[src/hdl/mms_pkg.sv]
// shared types, constants and codes of the min-max contrast stretch block
package mms_pkg;

    localparam int NUM_CH     = 3;
    localparam int PIX_BITS   = 8;
    localparam int RANGE_BITS = 8;
    localparam int OUT_BITS   = 8;
    localparam int DIV_STEPS  = OUT_BITS;
    localparam int REG_BITS   = 2;

    // register indexes (byte address bits [3:2])
    localparam logic [REG_BITS-1:0] REG_RANGE_A = 2'd0;
    localparam logic [REG_BITS-1:0] REG_RANGE_B = 2'd1;
    localparam logic [REG_BITS-1:0] REG_RANGE_C = 2'd2;

    localparam logic [RANGE_BITS-1:0] RANGE_RESET = 8'd255;

    typedef logic [NUM_CH-1:0][PIX_BITS-1:0]   t_chans;
    typedef logic [NUM_CH-1:0][RANGE_BITS-1:0] t_ranges;
    typedef logic [NUM_CH-1:0][OUT_BITS-1:0]   t_outs;

    typedef enum logic [2:0] {
        ST_IDLE,
        ST_PREP,
        ST_MUL,
        ST_DIV,
        ST_DONE
    } t_state;

    // controller to datapath
    typedef struct packed {
        logic accept;
        logic prep;
        logic mul;
        logic div_step;
        logic emit;
    } t_cmd;

    // datapath to controller
    typedef struct packed {
        logic out_busy;
    } t_sts;

endpackage

[src/hdl/mms_regs.sv]
// range registers behind the apb-style configuration port
module mms_regs
    import mms_pkg::*;
(
    input  logic                i_clk,
    input  logic                i_rst_n,
    input  logic                psel,
    input  logic                penable,
    input  logic                pwrite,
    input  logic [3:0]          paddr,
    input  logic [31:0]         pwdata,
    output logic [31:0]         prdata,
    output logic                pready,
    output t_ranges             o_ranges
);

    t_ranges            r_ranges;
    logic [REG_BITS-1:0] w_idx;
    logic               w_wr;

    assign w_idx  = paddr[3:2];
    assign w_wr   = psel && penable && pwrite;
    assign pready = 1'b1;

    always_ff @(posedge i_clk) begin
        if (!i_rst_n) begin
            r_ranges <= {NUM_CH{RANGE_RESET}};
        end else if (w_wr) begin
            case (w_idx)
                REG_RANGE_A: r_ranges[0] <= pwdata[RANGE_BITS-1:0];
                REG_RANGE_B: r_ranges[1] <= pwdata[RANGE_BITS-1:0];
                REG_RANGE_C: r_ranges[2] <= pwdata[RANGE_BITS-1:0];
                default: ;
            endcase
        end
    end

    always_comb begin
        prdata = '0;
        case (w_idx)
            REG_RANGE_A: prdata = {{(32-RANGE_BITS){1'b0}}, r_ranges[0]};
            REG_RANGE_B: prdata = {{(32-RANGE_BITS){1'b0}}, r_ranges[1]};
            REG_RANGE_C: prdata = {{(32-RANGE_BITS){1'b0}}, r_ranges[2]};
            default:     prdata = '0;
        endcase
    end

    assign o_ranges = r_ranges;

endmodule

[src/hdl/mms_ctrl.sv]
// sequencer: accepts words, steps the datapath through a scale word
module mms_ctrl
    import mms_pkg::*;
(
    input  logic i_clk,
    input  logic i_rst_n,
    input  logic i_valid,
    input  logic i_kind,
    input  t_sts i_sts,
    output logic o_ready,
    output t_cmd o_cmd
);

    localparam int CNT_W = $clog2(DIV_STEPS);

    t_state             r_state, n_state;
    logic [CNT_W-1:0]   r_cnt, n_cnt;

    always_ff @(posedge i_clk) begin
        if (!i_rst_n) begin
            r_state <= ST_IDLE;
            r_cnt   <= '0;
        end else begin
            r_state <= n_state;
            r_cnt   <= n_cnt;
        end
    end

    always_comb begin
        n_state = r_state;
        n_cnt   = r_cnt;
        o_ready = 1'b0;
        o_cmd   = '0;
        case (r_state)
            ST_IDLE: begin
                o_ready      = 1'b1;
                o_cmd.accept = i_valid;
                // measure words finish in the accept cycle
                if (i_valid && i_kind) begin
                    n_state = ST_PREP;
                end
            end
            ST_PREP: begin
                o_cmd.prep = 1'b1;
                n_state    = ST_MUL;
            end
            ST_MUL: begin
                o_cmd.mul = 1'b1;
                n_cnt     = '0;
                n_state   = ST_DIV;
            end
            ST_DIV: begin
                o_cmd.div_step = 1'b1;
                n_cnt          = r_cnt + 1'b1;
                if (r_cnt == CNT_W'(DIV_STEPS - 1)) begin
                    n_state = ST_DONE;
                end
            end
            ST_DONE: begin
                if (!i_sts.out_busy) begin
                    o_cmd.emit = 1'b1;
                    n_state    = ST_IDLE;
                end
            end
            default: begin
                n_state = ST_IDLE;
            end
        endcase
    end

endmodule

[src/hdl/mms_dp.sv]
// datapath: min/max tracking, clamp, multiply, restoring divide, output register
module mms_dp
    import mms_pkg::*;
#(
    parameter int CHANNEL_BITS = 8
)
(
    input  logic    i_clk,
    input  logic    i_rst_n,
    input  t_cmd    i_cmd,
    input  logic    i_kind,
    input  logic    i_start,
    input  t_chans  i_chans,
    input  t_ranges i_ranges,
    input  logic    i_out_ready,
    output t_sts    o_sts,
    output logic    o_out_valid,
    output t_outs   o_outs
);

    localparam int CB = CHANNEL_BITS;

    logic              r_out_valid;
    t_outs             r_outs;

    assign o_sts.out_busy = r_out_valid && !i_out_ready;
    assign o_out_valid    = r_out_valid;
    assign o_outs         = r_outs;

    always_ff @(posedge i_clk) begin
        if (!i_rst_n) begin
            r_out_valid <= 1'b0;
        end else if (i_cmd.emit) begin
            r_out_valid <= 1'b1;
        end else if (r_out_valid && i_out_ready) begin
            r_out_valid <= 1'b0;
        end
    end

    for (genvar g = 0; g < NUM_CH; g++) begin : g_lane
        logic [CB+PIX_BITS-1:0] w_ext;
        logic [CB-1:0]          w_v;
        logic [CB-1:0]          r_v, r_min, r_max;
        logic [CB-1:0]          w_clamp;
        logic [CB-1:0]          r_diff, r_den;
        logic                   r_flat;
        logic [CB+RANGE_BITS-1:0] w_prod;
        logic [CB-1:0]          r_rem;
        logic [OUT_BITS-1:0]    r_lo;
        logic [CB:0]            w_trial, w_den_ext;
        logic                   w_ge;

        // only the low channel bits of the pixel are used
        assign w_ext = {{CB{1'b0}}, i_chans[g]};
        assign w_v   = w_ext[CB-1:0];

        always_ff @(posedge i_clk) begin
            if (!i_rst_n) begin
                r_min <= '1;
                r_max <= '0;
            end else if (i_cmd.accept && !i_kind) begin
                if (i_start) begin
                    r_min <= w_v;
                    r_max <= w_v;
                end else begin
                    if (w_v < r_min) r_min <= w_v;
                    if (w_v > r_max) r_max <= w_v;
                end
            end
        end

        always_ff @(posedge i_clk) begin
            if (i_cmd.accept) begin
                r_v <= w_v;
            end
        end

        // clamp into [min, max]
        assign w_clamp = (r_v < r_min) ? r_min : ((r_v > r_max) ? r_max : r_v);

        always_ff @(posedge i_clk) begin
            if (i_cmd.prep) begin
                r_diff <= w_clamp - r_min;
                r_den  <= r_max - r_min;
                r_flat <= (r_max <= r_min);
            end
        end

        assign w_prod    = r_diff * i_ranges[g];
        assign w_trial   = {r_rem, r_lo[OUT_BITS-1]};
        assign w_den_ext = {1'b0, r_den};
        assign w_ge      = (w_trial >= w_den_ext);

        // quotient is below 2^OUT_BITS, so the top of the product starts below the divisor
        always_ff @(posedge i_clk) begin
            if (i_cmd.mul) begin
                r_rem <= w_prod[CB+RANGE_BITS-1:RANGE_BITS];
                r_lo  <= w_prod[RANGE_BITS-1:0];
            end else if (i_cmd.div_step) begin
                r_rem <= w_ge ? CB'(w_trial - w_den_ext) : w_trial[CB-1:0];
                r_lo  <= {r_lo[OUT_BITS-2:0], w_ge};
            end
        end

        always_ff @(posedge i_clk) begin
            if (i_cmd.emit) begin
                r_outs[g] <= r_flat ? '0 : r_lo;
            end
        end
    end

endmodule

[src/hdl/minmax_stretch_rgb.sv]
// top level of the per-channel min-max contrast stretch for three-channel pixels
//
//  channel    dir  handshake                    payload
//  s_axis     in   s_axis_tvalid/s_axis_tready  tdata: chan_a, chan_b, chan_c
//                                               tuser: kind, start_frame
//  m_axis     out  m_axis_tvalid/m_axis_tready  tdata: out_a, out_b, out_c
//  apb        in   psel/penable/pwrite/pready   range_a @0, range_b @4, range_c @8
//
// a measure word updates min/max at the accept edge
// a scale word runs from accept to the next accept through clamp, one
// multiply, then 8 restoring divide steps run in three lanes in parallel
// the result waits in the output register; measure words are still taken
// while it stalls, a scale word is held back only until its result can load
// reset is synchronous: min to all ones, max to zero, ranges to 255
module minmax_stretch_rgb
    import mms_pkg::*;
#(
    parameter int CHANNEL_BITS = 8
)
(
    input  logic        i_clk,
    input  logic        i_rst_n,
    // input stream
    input  logic        s_axis_tvalid,
    output logic        s_axis_tready,
    input  logic [23:0] s_axis_tdata,   // chan_a[7:0], chan_b[15:8], chan_c[23:16]
    input  logic [1:0]  s_axis_tuser,   // kind[0], start_frame[1]
    // output stream
    output logic        m_axis_tvalid,
    input  logic        m_axis_tready,
    output logic [23:0] m_axis_tdata,   // out_a[7:0], out_b[15:8], out_c[23:16]
    // configuration
    input  logic        psel,
    input  logic        penable,
    input  logic        pwrite,
    input  logic [3:0]  paddr,
    input  logic [31:0] pwdata,
    output logic [31:0] prdata,
    output logic        pready
);

    t_cmd    w_cmd;
    t_sts    w_sts;
    t_ranges w_ranges;
    t_outs   w_outs;
    logic    w_kind;
    logic    w_start;

    assign w_kind  = s_axis_tuser[0];
    assign w_start = s_axis_tuser[1];

    // range registers
    mms_regs u_regs (
        .i_clk    (i_clk),
        .i_rst_n  (i_rst_n),
        .psel     (psel),
        .penable  (penable),
        .pwrite   (pwrite),
        .paddr    (paddr),
        .pwdata   (pwdata),
        .prdata   (prdata),
        .pready   (pready),
        .o_ranges (w_ranges)
    );

    // sequencer
    mms_ctrl u_ctrl (
        .i_clk   (i_clk),
        .i_rst_n (i_rst_n),
        .i_valid (s_axis_tvalid),
        .i_kind  (w_kind),
        .i_sts   (w_sts),
        .o_ready (s_axis_tready),
        .o_cmd   (w_cmd)
    );

    // arithmetic lanes and output register
    mms_dp #(
        .CHANNEL_BITS (CHANNEL_BITS)
    ) u_dp (
        .i_clk       (i_clk),
        .i_rst_n     (i_rst_n),
        .i_cmd       (w_cmd),
        .i_kind      (w_kind),
        .i_start     (w_start),
        .i_chans     (t_chans'(s_axis_tdata)),
        .i_ranges    (w_ranges),
        .i_out_ready (m_axis_tready),
        .o_sts       (w_sts),
        .o_out_valid (m_axis_tvalid),
        .o_outs      (w_outs)
    );

    assign m_axis_tdata = w_outs;

    // a scale word keeps the input closed until its result is formed
    a_scale_busy: assert property (@(posedge i_clk) disable iff (!i_rst_n)
        (s_axis_tvalid && s_axis_tready && w_kind) |=> !s_axis_tready)
        else $error("input open straight after a scale word");

    // a measure word never closes the input
    a_measure_open: assert property (@(posedge i_clk) disable iff (!i_rst_n)
        (s_axis_tvalid && s_axis_tready && !w_kind) |=> s_axis_tready)
        else $error("input closed after a measure word");

    // a result is never loaded over one still waiting
    a_no_overwrite: assert property (@(posedge i_clk) disable iff (!i_rst_n)
        w_cmd.emit |-> !(m_axis_tvalid && !m_axis_tready))
        else $error("result loaded over a stalled word");

    // output valid only rises after an emit
    a_valid_source: assert property (@(posedge i_clk) disable iff (!i_rst_n)
        $rose(m_axis_tvalid) |-> $past(w_cmd.emit))
        else $error("output valid without an emit");

endmodule
[config.mk]
export PLATFORM = sky130hd
export DESIGN_NAME = minmax_stretch_rgb
export DESIGN_NICKNAME = d
export VERILOG_FILES = /design/src/hdl/mms_pkg.sv /design/src/hdl/mms_regs.sv /design/src/hdl/mms_ctrl.sv /design/src/hdl/mms_dp.sv /design/src/hdl/minmax_stretch_rgb.sv
export SDC_FILE = /design/constraint.sdc
export NUM_CORES = 1
export LEC_CHECK = 0
export ABC_AREA = 1
export BUFFER_PORTS_ARGS = -buffer_cell sky130_fd_sc_hd__buf_2
export CAP_MARGIN = 0
export CORE_UTILIZATION = 40
export DETAILED_ROUTE_END_ITERATION = 16
export PLACE_DENSITY_LB_ADDON = 0.25
export SLEW_MARGIN = 20
export SYNTH_ARGS = -nofsm -noshare
export SYNTH_HDL_FRONTEND = slang
export SYNTH_SLANG_ARGS = --single-unit
export TNS_END_PERCENT = 5
[constraint.sdc]
create_clock -name i_clk -period 10.28 [get_ports i_clk]
set_input_delay 3.084 -clock i_clk [delete_from_list [all_inputs] [get_ports i_clk]]
set_output_delay 3.084 -clock i_clk [all_outputs]
set_load 0.005 [all_outputs]
== Word-level counts from Yosys, hierarchy flattened ==
Cells that the tools add are included.

* Eq/ne operators: 10
* Order comparisons: 18
* Add/subtract/negate cells: 10
* Multiply operators: 3
* Reduce and logical (&&, ||, !) cells: 29
* Multiplexer cells: 48

{| class="wikitable"
|+ Operators by type and width
! operator !! number
|-
| $mux W8 || 33
|-
| $sub A8 B8 Y8 || 9
|-
| $gt A8 B8 Y1 || 6
|-
| $lt A8 B8 Y1 || 6
|-
| $mul A8 B8 Y16 || 3
|-
| $ge A9 B8 Y1 || 3
|-
| $le A8 B8 Y1 || 3
|-
| $pmux W8 S3 || 1
|-
| $reduce_and A2 Y1 || 9
|-
| $reduce_bool A2 Y1 || 9
|-
| $pmux W3 S5 || 1
|-
| $mux W1 || 9
|-
| $mux W3 || 3
|-
| $eq A3 B2 Y1 const B || 2
|-
| $eq A3 B3 Y1 const B || 2
|-
| $logic_and A1 B1 Y1 || 6
|-
| $pmux W3 S2 || 1
|-
| $ne A2 B1 Y1 const B || 2
|-
| $add A3 B1 Y3 const B || 1
|-
| $eq A3 B1 Y1 const B || 1
|-
| $logic_not A3 Y1 || 1
|-
| $reduce_and A3 Y1 || 1
|-
| $eq A2 B1 Y1 const B || 1
|-
| $eq A2 B2 Y1 const B || 1
|-
| 3 further kinds || 4
|}

* Register bits: 226
* Output and inout port bits: 59

== Logic depth before layout (Yosys ltp) ==
* Depth in word-level cells: 5
* Gate-level depth with buffers: 23

== By module ==
A second synthesis with hierarchy kept.

* Cell total of the unflattened synthesis: 2,693
* Area total of the unflattened synthesis: 21,189.1 um^2

{| class="wikitable"
|+ Modules (own cells, without submodules)
! module !! cells each !! area an instance (um^2) !! times used
|-
| mms_dp || 2,470 || 19,575.0 || 1
|-
| mms_regs || 173 || 1,261.2 || 1
|-
| mms_ctrl || 50 || 352.8 || 1
|}

== Worst setup path before layout ==
OpenSTA, ideal clock, no wires.

* Path type: in2out
* Start: input port paddr[2]
* End: output port prdata[0]
* Data required time: 7.196 ns
* Stages: 4
* Data arrival time: 3.603 ns
* Slack: 3.593 ns
* Cell sequence: inv_1 > nor2_1 > nand2_1 > nand3_1

* Cells in the longest elaborated chain, start to end: 2
* Elaborated cells on any way between the ends: 4

{| class="wikitable"
|+ Ends and longest elaborated chain
! what !! RTL line !! text
|-
| from (decl) || minmax_stretch_rgb.sv:36 || <nowiki>input logic [3:0] paddr,</nowiki>
|-
| $eq A2 B2 Y1, or another cell as far along || mms_regs.sv:40 || <nowiki>case (w_idx)</nowiki>
|-
| $pmux W8 S3 * || mms_regs.sv:40 ||
|-
| to (decl) || minmax_stretch_rgb.sv:38 || <nowiki>output logic [31:0] prdata,</nowiki>
|}

Every way passes the cells marked *; elsewhere a longest branch is shown, timed or not.

== Final worst setup path ==
* Start: input port paddr[2]
* End: output port prdata[5]

Same word-level chain as after synthesis.

==> out/qor.csv <==
metric,value,unit
wire length of the first global-routing pass,82.2,mm
half-perimeter wire length of the detailed placement result,38.5,mm
setup slack of the most critical reg-to-reg path,5.61,ns
unrepaired setup endpoints after global routing,false,
capturing point of the worst reg2reg path,u_dp.g_lane[0].r_rem[6],
via count of the first global-routing pass,16600,
distinct cell type count after synthesis,43,
Worst Path Arrival,3.99,ns
post-synthesis register bit count,226,
type of the setup path with the least slack,in -> out,
net total in the final layout,3172,
number of buffers added to fix hold violations after cts,0,
stage delay of the slowest cell on the critical path,0.40,ns
routed wire length per instance,14.3,um
sequential-to-total area share from yosys stat,0.287,
IO Count,128,
Setup Skew,0.0348,ns
CTS tree,yes,
First DRT Iteration DRCs,1041,
HP Class,reg -> reg,
width of the die,231,um
post-synthesis instance area,20900,um2
via density per instance,4.97,
htree depth,1,
element type at the critical path end,primary output,
antenna diode count,0,
total die area,53200,um2
cell seen most often among critical-path stages,sky130_fd_sc_hd__buf_2,
count of buffers from port buffering,76,
fraction of layout cells with a size suffix above 1,0.0555,
max-slew violations,0,
clock-pin slew reported for the worst setup and hold paths after clock tree synthesis,0.06,ns
Routability Congestion,0.859,
synth warn,0,
Post CTS Setup Buffer Count,0,
outcome,finished clean,
Final Setup Violations,0,
TritonCTS buffer count,28,
largest net degree at the start of global routing,75,
Sequential Area,6000,um2
remaining global-route overflow,0,
remaining max-slew budget at the tightest pin,0.428,
antenna violations before repair,0,
cts repair resizes,0,
Maximum Capacitance Violations,0,
source of the worst register-to-register timing path,u_regs.o_ranges[7],
Initial Util,0.406,
maximum net fanout on the critical path,9,
mean instance size in the synthesized netlist,7.78,um2
number of failing hold endpoints at the final stage,0,
source of the worst hold timing path,u_ctrl.r_cnt[0],
list of cells traversed by the critical path,"buf_2, inv_1, nor2_1, nand2_1, nand3_1, buf_2",
clock insertion delay at the later pin of the skew report,0.57,ns
sum of buffers and inverters on the critical path,3,
"commonest cells after routing, fill and taps aside","sky130_fd_sc_hd__nand2_1 (646), sky130_fd_sc_hd__inv_1 (506), sky130_fd_sc_hd__ha_1 (269)",
cell row count,83,
cell at the root of the clock tree,sky130_fd_sc_hd__clkbuf_16,
Core Region,51500,um2
Highest Clock Rate,0.141,GHz
iteration count of the initial detailed-routing pass,5,
number of instances on the worst hold path,1,
endpoint of the worst hold-timing path,u_ctrl.r_cnt[0],
area growth from synthesis to final layout,8.69,%
cell count after synthesis,2686,
final critical-path share of the clock period,0.688,
sum of negative setup slack,0,ns
synth top area cells,"sky130_fd_sc_hd__edfxtp_1 (21%), sky130_fd_sc_hd__ha_1 (16%), sky130_fd_sc_hd__nand2_1 (12%)",
sort of element at the start of the critical path,input pin,
Yosys top cell by area,sky130_fd_sc_hd__edfxtp_1,
slowest cell on the critical path,sky130_fd_sc_hd__nor2_1,
kind of cell adding the most delay to the critical path,simple AND/OR/NAND/NOR gates,
pin slew with the least headroom to its limit,0.857,ns
Synth top area share,0.211,
count of vias placed by the detailed router,17000,
height of the die,231,um
number of sinks on the clock net,226,
Worst R2R Path Depth,17,
Total Wirelength,49.0,mm
residual DRC count,0,
combined global-route utilization of all metal layers,0.187,
worst-case clock buffer depth,3,
Final Critical Period,7.07,ns
most frequent standard cell in the layout excluding fill and tap cells,sky130_fd_sc_hd__nand2_1,
data required time of the worst path,7.20,ns
Multi-input gate area,12600,um2
Levels on crit path,6,
Antenna Nets Post-Route,0,
Filler cells,5184,
area by class of cell:
type,instances,share of cell area
flip-flops and latches,226,0.264
repair buffers,84,0.0194
well taps,680,0.0374
multi-input cells,1868,0.554
inverters,509,0.0841
clock buffers,39,0.0363
clock inverters,13,0.00529
per-layer routing:
| layer | GRT usage | routed length, um | up-vias |
|---|---|---|---|
| met4 | 0.0391 | 620 | 0 |
| met1 | 0.264 | 24100 | 7985 |
| met2 | 0.308 | 22100 | 361 |
| li1 | - | - | 8607 |
| met3 | 0.0214 | 2170 | 44 |
| met5 | 0 | 0 | - |
metrics by stage:
step / setup slack (ns) / util / hold slack (ns) / std cells / instance area (um2)
2_1_floorplan: 3.59 / - / 0.433 / 2709 / 21000
3_3_place_gp: 3.24 / 0.423 / 0.450 / 3367 / 21800
3_5_place_dp: 3.23 / 0.423 / 0.457 / 3367 / 21800
4_1_cts: 3.22 / 0.441 / 0.472 / 3419 / 22700
5_1_grt: 3.07 / 0.441 / 0.501 / 3419 / 22700
6_report: 3.21 / 0.441 / 0.472 / 3419 / 22700
logic make-up (layout without fill, tap and decap cells):
kind of cell | Yosys count | count (layout) | synth area share
buffers and inverters | 615 | 645 | 0.117
flip-flops | 226 | 226 | 0.287
AO/OA/AOI/OAI | 335 | 335 | 0.0877
AND/OR/NAND/NOR | 1061 | 1061 | 0.210
other | 2 | 25 | 0.000359
XOR/XNOR | 61 | 61 | 0.0256
adder cells (fa/ha/maj) | 386 | 386 | 0.273
synthesized netlist by cell type (all sizes together):
cell type  count
a211o          2
a211oi         6
a21o           7
a21oi        161
a31oi          7
a41oi          3
and2           1
buf           60
clkbuf        46
clkinv         1
conb           2
dfxtp         79
edfxtp       147
fa           117
ha           269
inv          508
nand2        654
nand3        184
nand3b        14
nand4         27
nor2         171
nor3           9
o2111ai        2
o211ai         6
o21a          13
o21ai        123
o21bai         2
o221ai         3
or2            1
xnor2         21
xor2          40
state kept, by name, summed over array words and instances, names as in the netlist:
signal,flops
u_ctrl.r_cnt,3
u_ctrl.r_state,3
u_dp.g_lane.r_den,24
u_dp.g_lane.r_diff,24
u_dp.g_lane.r_flat,3
u_dp.g_lane.r_lo,24
u_dp.g_lane.r_max,24
u_dp.g_lane.r_min,24
u_dp.g_lane.r_rem,24
u_dp.g_lane.r_v,24
u_dp.o_out_valid,1
u_dp.o_outs,24
u_regs.o_ranges,24
worst max path at each step:
stage,startpoint,slack (ns),end
global placement,paddr[2],3.24,prdata[4]
detailed placement,paddr[2],3.23,prdata[5]
CTS,paddr[2],3.22,prdata[5]
finish,paddr[2],3.21,prdata[5]
floorplan,paddr[2],3.59,prdata[0]
global route,paddr[2],3.07,prdata[5]
Power is left out: the tool's default activity adds up to more than one toggle a clock period on the data nets, which glitch-free logic cannot reach.
